==> src/rtl/read_alignment_seed_selector_macros.svh <==
// Assertion macros for the read alignment seed selector.
// Used by the top level; expects clk and rst to be in scope where expanded.
`ifndef READ_ALIGNMENT_SEED_SELECTOR_MACROS_SVH
`define READ_ALIGNMENT_SEED_SELECTOR_MACROS_SVH

// Same-cycle implication.
`define RASS_ASSERT_IMPL(lbl, ante, cons, msg) \
  lbl: assert property (@(posedge clk) disable iff (rst) (ante) |-> (cons)) \
    else $error(msg);

// Next-cycle implication.
`define RASS_ASSERT_NEXT(lbl, ante, cons, msg) \
  lbl: assert property (@(posedge clk) disable iff (rst) (ante) |=> (cons)) \
    else $error(msg);

`endif

==> src/rtl/rass_pkg.sv <==
// Package for the read alignment seed selector: field widths, codes and the
// command/status structs between controller and datapath. No dependencies.
package rass_pkg;

  localparam int DEF_MAX_REPEATS = 16;

  localparam int COORD_W   = 31;
  localparam int LEN_W     = 16;
  localparam int OPT_W     = 3;
  localparam int IDXIN_W   = 4;
  localparam int RCNT_W    = 5;
  localparam int SEED_W    = 17;
  localparam int POS_W     = 32;
  localparam int CFG_IDX_W = 2;

  localparam logic [LEN_W-1:0] MIN_SEED_RESET = 16'd5;

  typedef enum logic [1:0] {
    CMD_BEGIN = 2'd0,
    CMD_OP    = 2'd1,
    CMD_ENTRY = 2'd2
  } cmd_t;

  typedef enum logic [OPT_W-1:0] {
    OP_MATCH = 3'd0,
    OP_INS   = 3'd1,
    OP_MISM  = 3'd2,
    OP_DEL   = 3'd3
  } op_t;

  typedef enum logic [1:0] {
    ST_VALID      = 2'd0,
    ST_NO_SEED    = 2'd1,
    ST_INVALID    = 2'd2,
    ST_UNKNOWN_OP = 2'd3
  } status_t;

  typedef enum logic [CFG_IDX_W-1:0] {
    REG_FLANK_START = 2'd0,
    REG_FLANK_LAST  = 2'd1,
    REG_REPEAT_CNT  = 2'd2,
    REG_MIN_SEED    = 2'd3
  } cfg_reg_t;

  typedef struct packed {
    logic begin_read;
    logic write_entry;
    logic op_update;
    logic match_start;
    logic scan;
    logic final_gap;
    logic commit;
    logic out_load;
  } dp_cmd_t;

  typedef struct packed {
    logic region_ok;
    logic scan_stop;
    logic bad_op;
  } dp_sts_t;

endpackage

==> src/rtl/rass_ram.sv <==
// Generic simple dual-port RAM: one write port, one read port, registered read.
// No dependencies.
module rass_ram #(
  parameter int WIDTH = 8,
  parameter int DEPTH = 16,
  localparam int AW = $clog2(DEPTH > 1 ? DEPTH : 2)
) (
  input  logic             clk,
  input  logic             we,
  input  logic [AW-1:0]    waddr,
  input  logic [WIDTH-1:0] wdata,
  input  logic [AW-1:0]    raddr,
  output logic [WIDTH-1:0] rdata
);

  logic [WIDTH-1:0] mem [DEPTH];

  always_ff @(posedge clk) begin
    if (we) begin
      mem[waddr] <= wdata;
    end
    rdata <= mem[raddr];
  end

endmodule

==> src/rtl/rass_ctrl.sv <==
// Controller for the read alignment seed selector: sequences word handling,
// the repeat table scan and the result hand-off. Depends on rass_pkg.
module rass_ctrl (
  input  logic              clk,
  input  logic              rst,
  input  logic              in_valid,
  input  logic [1:0]        cmd,
  input  logic [2:0]        op_type,
  input  logic              last_op,
  input  logic              out_stall,
  input  rass_pkg::dp_sts_t sts,
  output logic              in_stall,
  output logic              out_valid,
  output rass_pkg::dp_cmd_t dp_cmd
);
  import rass_pkg::*;

  typedef enum logic [5:0] {
    S_IDLE   = 6'b000001,
    S_SCAN   = 6'b000010,
    S_FINAL  = 6'b000100,
    S_EVAL   = 6'b001000,
    S_COMMIT = 6'b010000,
    S_REPORT = 6'b100000
  } state_t;

  state_t state, state_next;
  logic   last_q;
  logic   accept;

  assign in_stall = (state != S_IDLE);
  assign accept   = in_valid && !in_stall;

  always_comb begin
    state_next = state;
    dp_cmd     = '0;
    case (state)
      S_IDLE: begin
        if (accept) begin
          case (cmd)
            CMD_BEGIN: dp_cmd.begin_read = 1'b1;
            CMD_ENTRY: dp_cmd.write_entry = 1'b1;
            CMD_OP: begin
              if (!sts.bad_op && op_type == OP_MATCH) begin
                dp_cmd.match_start = 1'b1;
                state_next = sts.region_ok ? S_SCAN : S_COMMIT;
              end else begin
                dp_cmd.op_update = 1'b1;
                if (last_op) begin
                  state_next = S_REPORT;
                end
              end
            end
            default: ;
          endcase
        end
      end
      S_SCAN: begin
        if (sts.scan_stop) begin
          state_next = S_FINAL;
        end else begin
          dp_cmd.scan = 1'b1;
        end
      end
      S_FINAL: begin
        dp_cmd.final_gap = 1'b1;
        state_next = S_EVAL;
      end
      S_EVAL: state_next = S_COMMIT;
      S_COMMIT: begin
        dp_cmd.commit = 1'b1;
        state_next = last_q ? S_REPORT : S_IDLE;
      end
      S_REPORT: begin
        if (!out_valid || !out_stall) begin
          dp_cmd.out_load = 1'b1;
          state_next = S_IDLE;
        end
      end
      default: state_next = S_IDLE;
    endcase
  end

  always_ff @(posedge clk) begin
    if (rst) begin
      state     <= S_IDLE;
      last_q    <= 1'b0;
      out_valid <= 1'b0;
    end else begin
      state <= state_next;
      if (dp_cmd.match_start) begin
        last_q <= last_op;
      end
      if (dp_cmd.out_load) begin
        out_valid <= 1'b1;
      end else if (!out_stall) begin
        out_valid <= 1'b0;
      end
    end
  end

endmodule

==> src/rtl/rass_dp.sv <==
// Datapath for the read alignment seed selector: configuration, read state,
// repeat table, gap scan and result register. Depends on rass_pkg, rass_ram.
module rass_dp #(
  parameter int MAX_REPEATS = rass_pkg::DEF_MAX_REPEATS
) (
  input  logic                            clk,
  input  logic                            rst,
  input  logic                            cfg_we,
  input  logic [rass_pkg::CFG_IDX_W-1:0]  cfg_index,
  input  logic [rass_pkg::COORD_W-1:0]    cfg_data,
  input  logic [rass_pkg::COORD_W-1:0]    coordinate,
  input  logic [rass_pkg::COORD_W-1:0]    span_end,
  input  logic [rass_pkg::LEN_W-1:0]      read_length,
  input  logic [rass_pkg::OPT_W-1:0]      op_type,
  input  logic [rass_pkg::LEN_W-1:0]      op_count,
  input  logic [rass_pkg::IDXIN_W-1:0]    entry_index,
  input  rass_pkg::dp_cmd_t               dp_cmd,
  output rass_pkg::dp_sts_t               sts,
  output logic signed [rass_pkg::SEED_W-1:0] seed_index,
  output logic [rass_pkg::COORD_W-1:0]    seed_distance,
  output logic [1:0]                      status
);
  import rass_pkg::*;

  localparam int IDX_W = $clog2(MAX_REPEATS > 1 ? MAX_REPEATS : 2);
  localparam int CNT_W = $clog2(MAX_REPEATS + 1);

  // Configuration registers.
  logic [COORD_W-1:0] flank_start, flank_last;
  logic [RCNT_W-1:0]  repeat_count;
  logic [LEN_W-1:0]   min_seed;

  // Read state.
  logic [POS_W-1:0]   refpos, rbc, best_base;
  logic [COORD_W-1:0] top_gap;
  logic [LEN_W-1:0]   rlen;
  logic               bad_op;

  // Match run scan.
  logic [LEN_W-1:0]   cnt_q;
  logic [COORD_W-1:0] hi_q, p;
  logic [CNT_W-1:0]   idx_q, n_lim;
  logic [COORD_W-1:0] glo, ghi;
  logic               gvld;
  logic [COORD_W-1:0] sd, sp;
  logic               sfound;

  logic [2*COORD_W-1:0] rd_data;
  logic [COORD_W-1:0]   rs, re, rs_m1;
  logic                 entry_ok;

  logic signed [POS_W-1:0]   pos_s;
  logic [COORD_W-1:0]        lo_c;
  logic signed [POS_W+1:0]   hi_w, hi_c;

  logic [COORD_W-1:0] g_half, g_dist, g_base;
  logic [POS_W-1:0]   offset, new_base;

  logic signed [POS_W:0] bs_x, rlen_m1;
  status_t               st_c;

  assign entry_ok = 32'(entry_index) < 32'(MAX_REPEATS);

  rass_ram #(
    .WIDTH (2 * COORD_W),
    .DEPTH (MAX_REPEATS)
  ) u_table (
    .clk   (clk),
    .we    (dp_cmd.write_entry && entry_ok),
    .waddr (IDX_W'(entry_index)),
    .wdata ({coordinate, span_end}),
    .raddr (dp_cmd.scan ? IDX_W'(idx_q + CNT_W'(1)) : '0),
    .rdata (rd_data)
  );

  assign rs    = rd_data[2*COORD_W-1:COORD_W];
  assign re    = rd_data[COORD_W-1:0];
  assign rs_m1 = rs - COORD_W'(1);

  assign n_lim = (32'(repeat_count) > 32'(MAX_REPEATS)) ? CNT_W'(MAX_REPEATS)
                                                          : CNT_W'(repeat_count);

  // Match run clipped to the flank window, worked out as the word is taken.
  assign pos_s = $signed(refpos);
  assign lo_c  = (pos_s < $signed({1'b0, flank_start})) ? flank_start
                                                          : refpos[COORD_W-1:0];
  assign hi_w  = $signed({{2{refpos[POS_W-1]}}, refpos}) + $signed({18'b0, op_count})
               - 34'sd1;
  assign hi_c  = (hi_w > $signed({3'b0, flank_last})) ? $signed({3'b0, flank_last})
                                                       : hi_w;

  assign sts.region_ok = hi_c >= $signed({3'b0, lo_c});
  assign sts.scan_stop = (idx_q == n_lim) || (p > hi_q);
  assign sts.bad_op    = bad_op;

  // The middle base of a gap; gaps are evaluated in the cycle after they are found.
  assign g_half = (ghi - glo) >> 1;
  assign g_dist = g_half + COORD_W'(1);
  assign g_base = glo + g_half;

  assign offset   = {1'b0, sp} - refpos;
  assign new_base = rbc + offset;

  assign bs_x    = $signed({best_base[POS_W-1], best_base});
  assign rlen_m1 = $signed({17'b0, rlen}) - 33'sd1;

  always_comb begin
    if (bad_op) begin
      st_c = ST_UNKNOWN_OP;
    end else if (bs_x < -33'sd1 || bs_x == 33'sd0 || bs_x >= rlen_m1) begin
      st_c = ST_INVALID;
    end else if (bs_x == -33'sd1) begin
      st_c = ST_NO_SEED;
    end else begin
      st_c = ST_VALID;
    end
  end

  always_ff @(posedge clk) begin
    if (rst) begin
      flank_start  <= '0;
      flank_last   <= '0;
      repeat_count <= '0;
      min_seed     <= MIN_SEED_RESET;
      refpos       <= '0;
      rbc          <= '0;
      best_base    <= '1;
      top_gap      <= COORD_W'(MIN_SEED_RESET);
      rlen         <= '0;
      bad_op       <= 1'b0;
      gvld         <= 1'b0;
      sfound       <= 1'b0;
    end else begin
      if (cfg_we) begin
        case (cfg_index)
          REG_FLANK_START: flank_start  <= cfg_data;
          REG_FLANK_LAST:  flank_last   <= cfg_data;
          REG_REPEAT_CNT:  repeat_count <= cfg_data[RCNT_W-1:0];
          REG_MIN_SEED:    min_seed     <= cfg_data[LEN_W-1:0];
          default: ;
        endcase
      end

      if (dp_cmd.begin_read) begin
        refpos    <= {1'b0, coordinate};
        rbc       <= '0;
        best_base <= '1;
        top_gap   <= COORD_W'(min_seed);
        rlen      <= read_length;
        bad_op    <= 1'b0;
      end

      if (dp_cmd.op_update && !bad_op) begin
        case (op_type)
          OP_INS: rbc <= rbc + POS_W'(op_count);
          OP_MISM: begin
            refpos <= refpos + POS_W'(op_count);
            rbc    <= rbc + POS_W'(op_count);
          end
          OP_DEL: refpos <= refpos + POS_W'(op_count);
          OP_MATCH: ;
          default: bad_op <= 1'b1;
        endcase
      end

      if (dp_cmd.match_start) begin
        sfound <= 1'b0;
      end else if (gvld && (!sfound || g_dist >= sd)) begin
        sfound <= 1'b1;
      end
      gvld <= (dp_cmd.scan && p < rs) || (dp_cmd.final_gap && p <= hi_q);

      if (dp_cmd.commit) begin
        refpos <= refpos + POS_W'(cnt_q);
        rbc    <= rbc + POS_W'(cnt_q);
        if (sfound && sd >= top_gap) begin
          top_gap   <= sd;
          best_base <= new_base;
        end
      end
    end
  end

  // Scan payload registers.
  always_ff @(posedge clk) begin
    if (dp_cmd.match_start) begin
      cnt_q <= op_count;
      hi_q  <= hi_c[COORD_W-1:0];
      p     <= lo_c;
      idx_q <= '0;
    end
    if (dp_cmd.scan) begin
      idx_q <= idx_q + CNT_W'(1);
      if (p < rs) begin
        glo <= p;
        ghi <= (hi_q < rs_m1) ? hi_q : rs_m1;
        p   <= re;
      end else if (p < re) begin
        p <= re;
      end
    end
    if (dp_cmd.final_gap) begin
      glo <= p;
      ghi <= hi_q;
    end
    if (gvld && (!sfound || g_dist >= sd)) begin
      sd <= g_dist;
      sp <= g_base;
    end
    if (dp_cmd.out_load) begin
      status <= st_c;
      if (st_c == ST_VALID) begin
        seed_index    <= $signed(best_base[SEED_W-1:0]);
        seed_distance <= top_gap;
      end else begin
        seed_index    <= '1;
        seed_distance <= '0;
      end
    end
  end

endmodule

==> src/rtl/read_alignment_seed_selector.sv <==
// Top level of the read alignment seed selector: controller and datapath.
// Depends on rass_pkg, rass_ctrl, rass_dp, rass_ram and the macros header.
//
//   channel   direction  handshake            payload
//   in        in         in_valid / in_stall  cmd, coordinate, span_end, read_length,
//                                             op_type, op_count, entry_index, last_op
//   out       out        out_valid/out_stall  seed_index, seed_distance, status
//   cfg       in         cfg_we               cfg_index, cfg_data
//
// Begin read, table writes and non-match operations are handled as the word is taken.
// A match scans k repeat entries (at most min(repeat_count, MAX_REPEATS)), one entry
// a cycle from the table RAM, then passes through the final gap, eval and commit states.
// A match whose run misses the flank window goes straight to the commit state.
// The last operation then loads the result register in the report state, held while out_stall.
// Reset is synchronous; the repeat table is not cleared and holds nothing until written.
module read_alignment_seed_selector #(
  parameter int MAX_REPEATS = rass_pkg::DEF_MAX_REPEATS
) (
  input  logic                                clk,
  input  logic                                rst,
  input  logic                                cfg_we,
  input  logic [rass_pkg::CFG_IDX_W-1:0]      cfg_index,
  input  logic [rass_pkg::COORD_W-1:0]        cfg_data,
  input  logic                                in_valid,
  output logic                                in_stall,
  input  logic [1:0]                          cmd,
  input  logic [rass_pkg::COORD_W-1:0]        coordinate,
  input  logic [rass_pkg::COORD_W-1:0]        span_end,
  input  logic [rass_pkg::LEN_W-1:0]          read_length,
  input  logic [rass_pkg::OPT_W-1:0]          op_type,
  input  logic [rass_pkg::LEN_W-1:0]          op_count,
  input  logic [rass_pkg::IDXIN_W-1:0]        entry_index,
  input  logic                                last_op,
  output logic                                out_valid,
  input  logic                                out_stall,
  output logic signed [rass_pkg::SEED_W-1:0]  seed_index,
  output logic [rass_pkg::COORD_W-1:0]        seed_distance,
  output logic [1:0]                          status
);
  import rass_pkg::*;

`include "read_alignment_seed_selector_macros.svh"

  dp_cmd_t dp_cmd;
  dp_sts_t dp_sts;

  rass_ctrl u_ctrl (
    .clk       (clk),
    .rst       (rst),
    .in_valid  (in_valid),
    .cmd       (cmd),
    .op_type   (op_type),
    .last_op   (last_op),
    .out_stall (out_stall),
    .sts       (dp_sts),
    .in_stall  (in_stall),
    .out_valid (out_valid),
    .dp_cmd    (dp_cmd)
  );

  rass_dp #(
    .MAX_REPEATS (MAX_REPEATS)
  ) u_dp (
    .clk           (clk),
    .rst           (rst),
    .cfg_we        (cfg_we),
    .cfg_index     (cfg_index),
    .cfg_data      (cfg_data),
    .coordinate    (coordinate),
    .span_end      (span_end),
    .read_length   (read_length),
    .op_type       (op_type),
    .op_count      (op_count),
    .entry_index   (entry_index),
    .dp_cmd        (dp_cmd),
    .sts           (dp_sts),
    .seed_index    (seed_index),
    .seed_distance (seed_distance),
    .status        (status)
  );

  // The controller issues at most one datapath command per cycle.
  `RASS_ASSERT_IMPL(a_one_cmd, 1'b1, $onehot0(dp_cmd), "several datapath commands at once")
  // A result waiting to be taken is never overwritten.
  `RASS_ASSERT_IMPL(a_no_overwrite, dp_cmd.out_load, !out_valid || !out_stall, "result lost")
  // Beginning a read clears the sticky unknown-operation flag.
  `RASS_ASSERT_NEXT(a_begin_clears, dp_cmd.begin_read, !dp_sts.bad_op, "flag not cleared")
  // A match keeps the input side stalled while it is worked on.
  `RASS_ASSERT_NEXT(a_match_busy, dp_cmd.match_start, in_stall, "word taken during a match")

endmodule
==> config.mk <==
export PLATFORM = sky130hd
export DESIGN_NAME = read_alignment_seed_selector
export DESIGN_NICKNAME = d
export VERILOG_FILES = /design/src/rtl/rass_pkg.sv /design/src/rtl/rass_ram.sv /design/src/rtl/rass_ctrl.sv /design/src/rtl/rass_dp.sv /design/src/rtl/read_alignment_seed_selector.sv
export VERILOG_INCLUDE_DIRS = /design/src /design/src/rtl
export SDC_FILE = /design/constraint.sdc
export NUM_CORES = 2
export LEC_CHECK = 0
export BUFFER_PORTS_ARGS = -buffer_cell sky130_fd_sc_hd__buf_2
export CORE_UTILIZATION = 56
export DETAILED_ROUTE_END_ITERATION = 10
export PLACE_DENSITY = 0.75
export SYNTH_ARGS = -nofsm -noshare
export SYNTH_HDL_FRONTEND = slang
export SYNTH_SLANG_ARGS = --single-unit
==> constraint.sdc <==
create_clock -name clk -period 12.9 [get_ports clk]
set_input_delay 3.87 -clock clk [delete_from_list [all_inputs] [get_ports clk]]
set_output_delay 3.87 -clock clk [all_outputs]
set_load 0.005 [all_outputs]
==> Implementation_results.wiki <==
{| class="wikitable"
! Metric !! Value
|-
| Run status || finished, final reports clean
|-
| Mapped Area || 79100 um^2
|-
| Kind of end point of the critical path || register
|-
| Period Utilization, post-route || 0.908
|-
| Count of flip-flops with a built-in enable after synthesis || 1218
|-
| Detailed-route wire length || 233000 um
|-
| Number of top-level pins || 194
|-
| Number of port buffers || 193
|-
| Max Slew Vio Count || 0
|-
| Via count of the first global-routing pass || 53731
|-
| Final Hold Fails || 0
|-
| Flop and latch count out of synthesis || 1548
|-
| Fraction of the yosys area taken by sequential cells || 0.546
|-
| Crit-path max cell delay || 0.59 ns
|-
| WP data arrival || 12.37 ns
|-
| Kind of path behind the tightest hold check || register to register
|-
| Leading cell type by number of instances after synthesis || edfxtp_1
|-
| Worst setup slack for register-to-register paths || 3.60 ns
|-
| Count of max-cap constraint violations || 0
|-
| Required time of the critical path || 13.56 ns
|-
| Filler cell count in the final layout || 10593
|-
| First-pass DRT Iterations || 8
|-
| Row count || 137
|-
| Worst setup path category || input port to register
|-
| Xor and xnor fraction of the mapped netlist area || 0.0289
|-
| Cell Pwr Density || 139 nW/um^2
|-
| Library cell occupying the most area in the post-synthesis netlist || edfxtp_1
|-
| Number of distinct library cells after synthesis || 105
|-
| Synthesized-area fraction occupied by ao, oa, aoi and oai cells || 0.136
|-
| Initial standard-cell utilization of the core || 0.566
|-
| Share of cells above drive strength 1 || 0.112
|-
| Height of the chip || 378 um
|-
| Drc violations || 0
|-
| Arithmetic-cell share of the synthesized area counting full adders, half adders and majority gates || 0.0833
|-
| Most instantiated cells after synthesis || 1218 x edfxtp_1, 736 x nand2_1, 467 x ha_1
|-
| Commonest register cell after synthesis || edfxtp_1
|-
| Total setup buffers inserted after CTS || 0
|-
| Synth Area per Inst || 11.6 um^2
|-
| Global Route Usage Sum || 0.324
|-
| Placed Area || 82100 um^2
|-
| Synthesized instance count || 6826
|-
| Type of element launching the critical path || input port
|-
| Main area contributors after synthesis || edfxtp_1 46%, dfxtp_1 8.4%, ha_1 7.4%, mux4_2 3.5%, nand2_1 3.5%
|-
| Setup tns final || 0 ns
|-
| Overflow after GRT || 0
|-
| Kind of cell adding the most delay to the critical path || compound AO/OA/AOI/OAI gates
|-
| Die Outline Area || 143000 um^2
|-
| Post_cts resized || 0
|-
| Total nets after synthesis || 7472
|-
| Number of buffers on the longest clock path || 3
|-
| Yosys top cell area share || 0.463
|-
| Largest family of logic cells by synthesized area || compound AO/OA/AOI/OAI gates
|-
| Final Critical Period || 11.71 ns
|-
| Antenna violations before repair || 36
|-
| Total number of yosys warnings || 0
|-
| Number of vias in the routed layout || 56463
|-
| Count of hold buffers inserted by post-cts repair || 0
|-
| Leak Pwr || 0.0330 uW
|-
| FFs w/ async S/R, synth || 0
|-
| HPWL reported at the end of detailed placement || 159000 um
|-
| Buffers & Inverters on Critical Path || 3
|-
| Root buffer cell || clkbuf_16
|-
| Simple logic cell fraction of the synthesized area || 0.108
|-
| Number of sinks driven by the clock tree || 1548
|-
| Maximum number of pins on one net before global-route repair || 155
|-
| First-pass GRT wire length || 340000 um
|-
| Maximum clock frequency || 85.4 MHz
|-
| Cell type of the slowest stage on the worst timing path || o31a_2
|-
| RePlAce Congestion || 1.02
|-
| CTS H-tree lvls || 4
|-
| Routed wire per std cell || 26.0 um
|-
| Setup repair after global routing missed its margin || no
|-
| Detail-routed via count per cell || 6.29
|-
| Number of DRC violations after detailed-routing iteration 0 || 5743
|-
| Slew of the pin with the lowest slew margin || 1.12 ns
|-
| Clock latency on the worst-skew pair || 0.83 ns
|-
| Maximum vdd ir drop || 0.000158 V
|-
| Rel. slew slack || 0.244
|-
| Highest fanout seen on the critical path || 18
|-
| TritonCTS clock tree || yes
|-
| Tot Pwr || 12100 uW
|-
| Multiplexer share of the synthesized area || 0.0588
|-
| Post-Route Skew || 0.0449 ns
|-
| Layout overhead on the synthesized area || 10.7%
|-
| Clock Pin Slew Worst Setup and Hold Paths || 0.06 ns
|-
| Post-route antenna net violation count || 0
|-
| Final count of negative-setup-slack endpoints || 0
|-
| Number of CTS-inserted buffers || 159
|-
| Layout net count || 7596
|-
| Final cell area excluding filler cells || 87500 um^2
|-
| Core area || 140000 um^2
|-
| Die extent in x || 378 um
|}
-- where the power goes --
| part | switching (uW) | total (uW) | leakage, uW | internal [uW] |
|---|---|---|---|---|
| registers | 192 | 5690 | 0.0137 | 5490 |
| logic | 1020 | 1740 | 0.0167 | 720 |
| clock network | 2020 | 4710 | 0.00258 | 2680 |
-- layout by cell type (no fill, tap or decap), drive strengths merged, types with 17 or more instances in the layout --
master,n
a31oi,96
inv,470
nor4,33
a211oi,229
buf,295
nand3,108
nand2b,46
o21a,53
and2,90
a221oi,44
nor3,111
nand4,78
or2,23
xor2,82
o2bb2ai,26
nand3b,18
o31ai,46
and3,38
a21o,220
clkbuf,228
nand4bb,18
nor4b,36
a21oi,457
dfxtp,330
o21ai,274
or3,30
o211ai,40
xnor2,177
mux2i,134
edfxtp,1218
nand2,737
o21bai,17
ha,467
mux2,36
clkinv,44
nor2,329
o22ai,22
mux4,124
fa,37
nor2b,46
-- flip-flops by register name, summed over array words and instances (netlist names), 17 cells and up --
| name | count |
|---|---|
| u_dp.u_table.mem | 992 |
| u_dp.u_table.rdata | 62 |
| u_dp.best_base | 32 |
| u_dp.pos_s | 32 |
| u_dp.rbc | 32 |
| u_dp.flank_last | 31 |
| u_dp.flank_start | 31 |
| u_dp.ghi | 31 |
| u_dp.glo | 31 |
| u_dp.hi_q | 31 |
| u_dp.p | 31 |
| u_dp.sd | 31 |
| u_dp.seed_distance | 31 |
| u_dp.sp | 31 |
| u_dp.top_gap | 31 |
| u_dp.seed_index | 17 |
-- worst paths after layout --
kind | cells after the start | end | startpoint
max | 38 | u_ctrl.state[4] | op_count[0]
min | 2 | u_dp.flank_last[1] | u_dp.flank_last[1]
min reg2reg | 2 | u_dp.flank_last[1] | u_dp.flank_last[1]
max reg2reg | 36 | u_ctrl.state[4] | u_dp.pos_s[1]
-- worst min-delay path: cells and delay by family, from the launching register on --
kind | cells | cell delay [ns]
flops | 1 | 0.31
simple gates | 1 | 0.05
compound gates | 1 | 0.05
-- metal layers --
layer / global-route usage / routed length, um / vias to the layer above
li1: - / - / 25603
met1: 0.420 / 92200 / 27632
met2: 0.500 / 105000 / 2569
met3: 0.0696 / 20600 / 617
met4: 0.196 / 15100 / 42
met5: 0 / 285 / -
-- cells by family (layout without fill, tap and decap cells) --
logic type               count (synthesis)  after routing
XOR/XNOR                               259            259
flip-flops                            1548           1548
multiplexers                           294            294
AO/OA/AOI/OAI                         1646           1646
other                                    0             12
adder cells (fa/ha/maj)                504            504
AND/OR/NAND/NOR                       1779           1779
buffers and inverters                  796           1057
-- through the flow --
step	cells	worst slack [ns]	hold slack [ns]	utilization
6_report	8975	1.19	0.457	0.627
5_1_grt	8967	0.659	0.480	0.626
4_1_cts	8963	1.28	0.457	0.626
3_5_place_dp	8665	0.437	0.449	0.588
3_3_place_gp	8665	0.507	0.448	0.588
2_1_floorplan	6826	2.17	0.425	-
-- final cells by class --
type                    count  area (um^2)  area share
clock buffers             228         4460      0.0510
flip-flops and latches   1548        43200       0.493
repair buffers            295         1760      0.0201
clock inverters            70          935      0.0107
well taps                1876         2350      0.0268
diodes                     12         30.0    0.000343
multi-input cells        4482        33100       0.378
inverters                 464         1740      0.0199
Note: power is estimated with default switching activity, not from simulation.
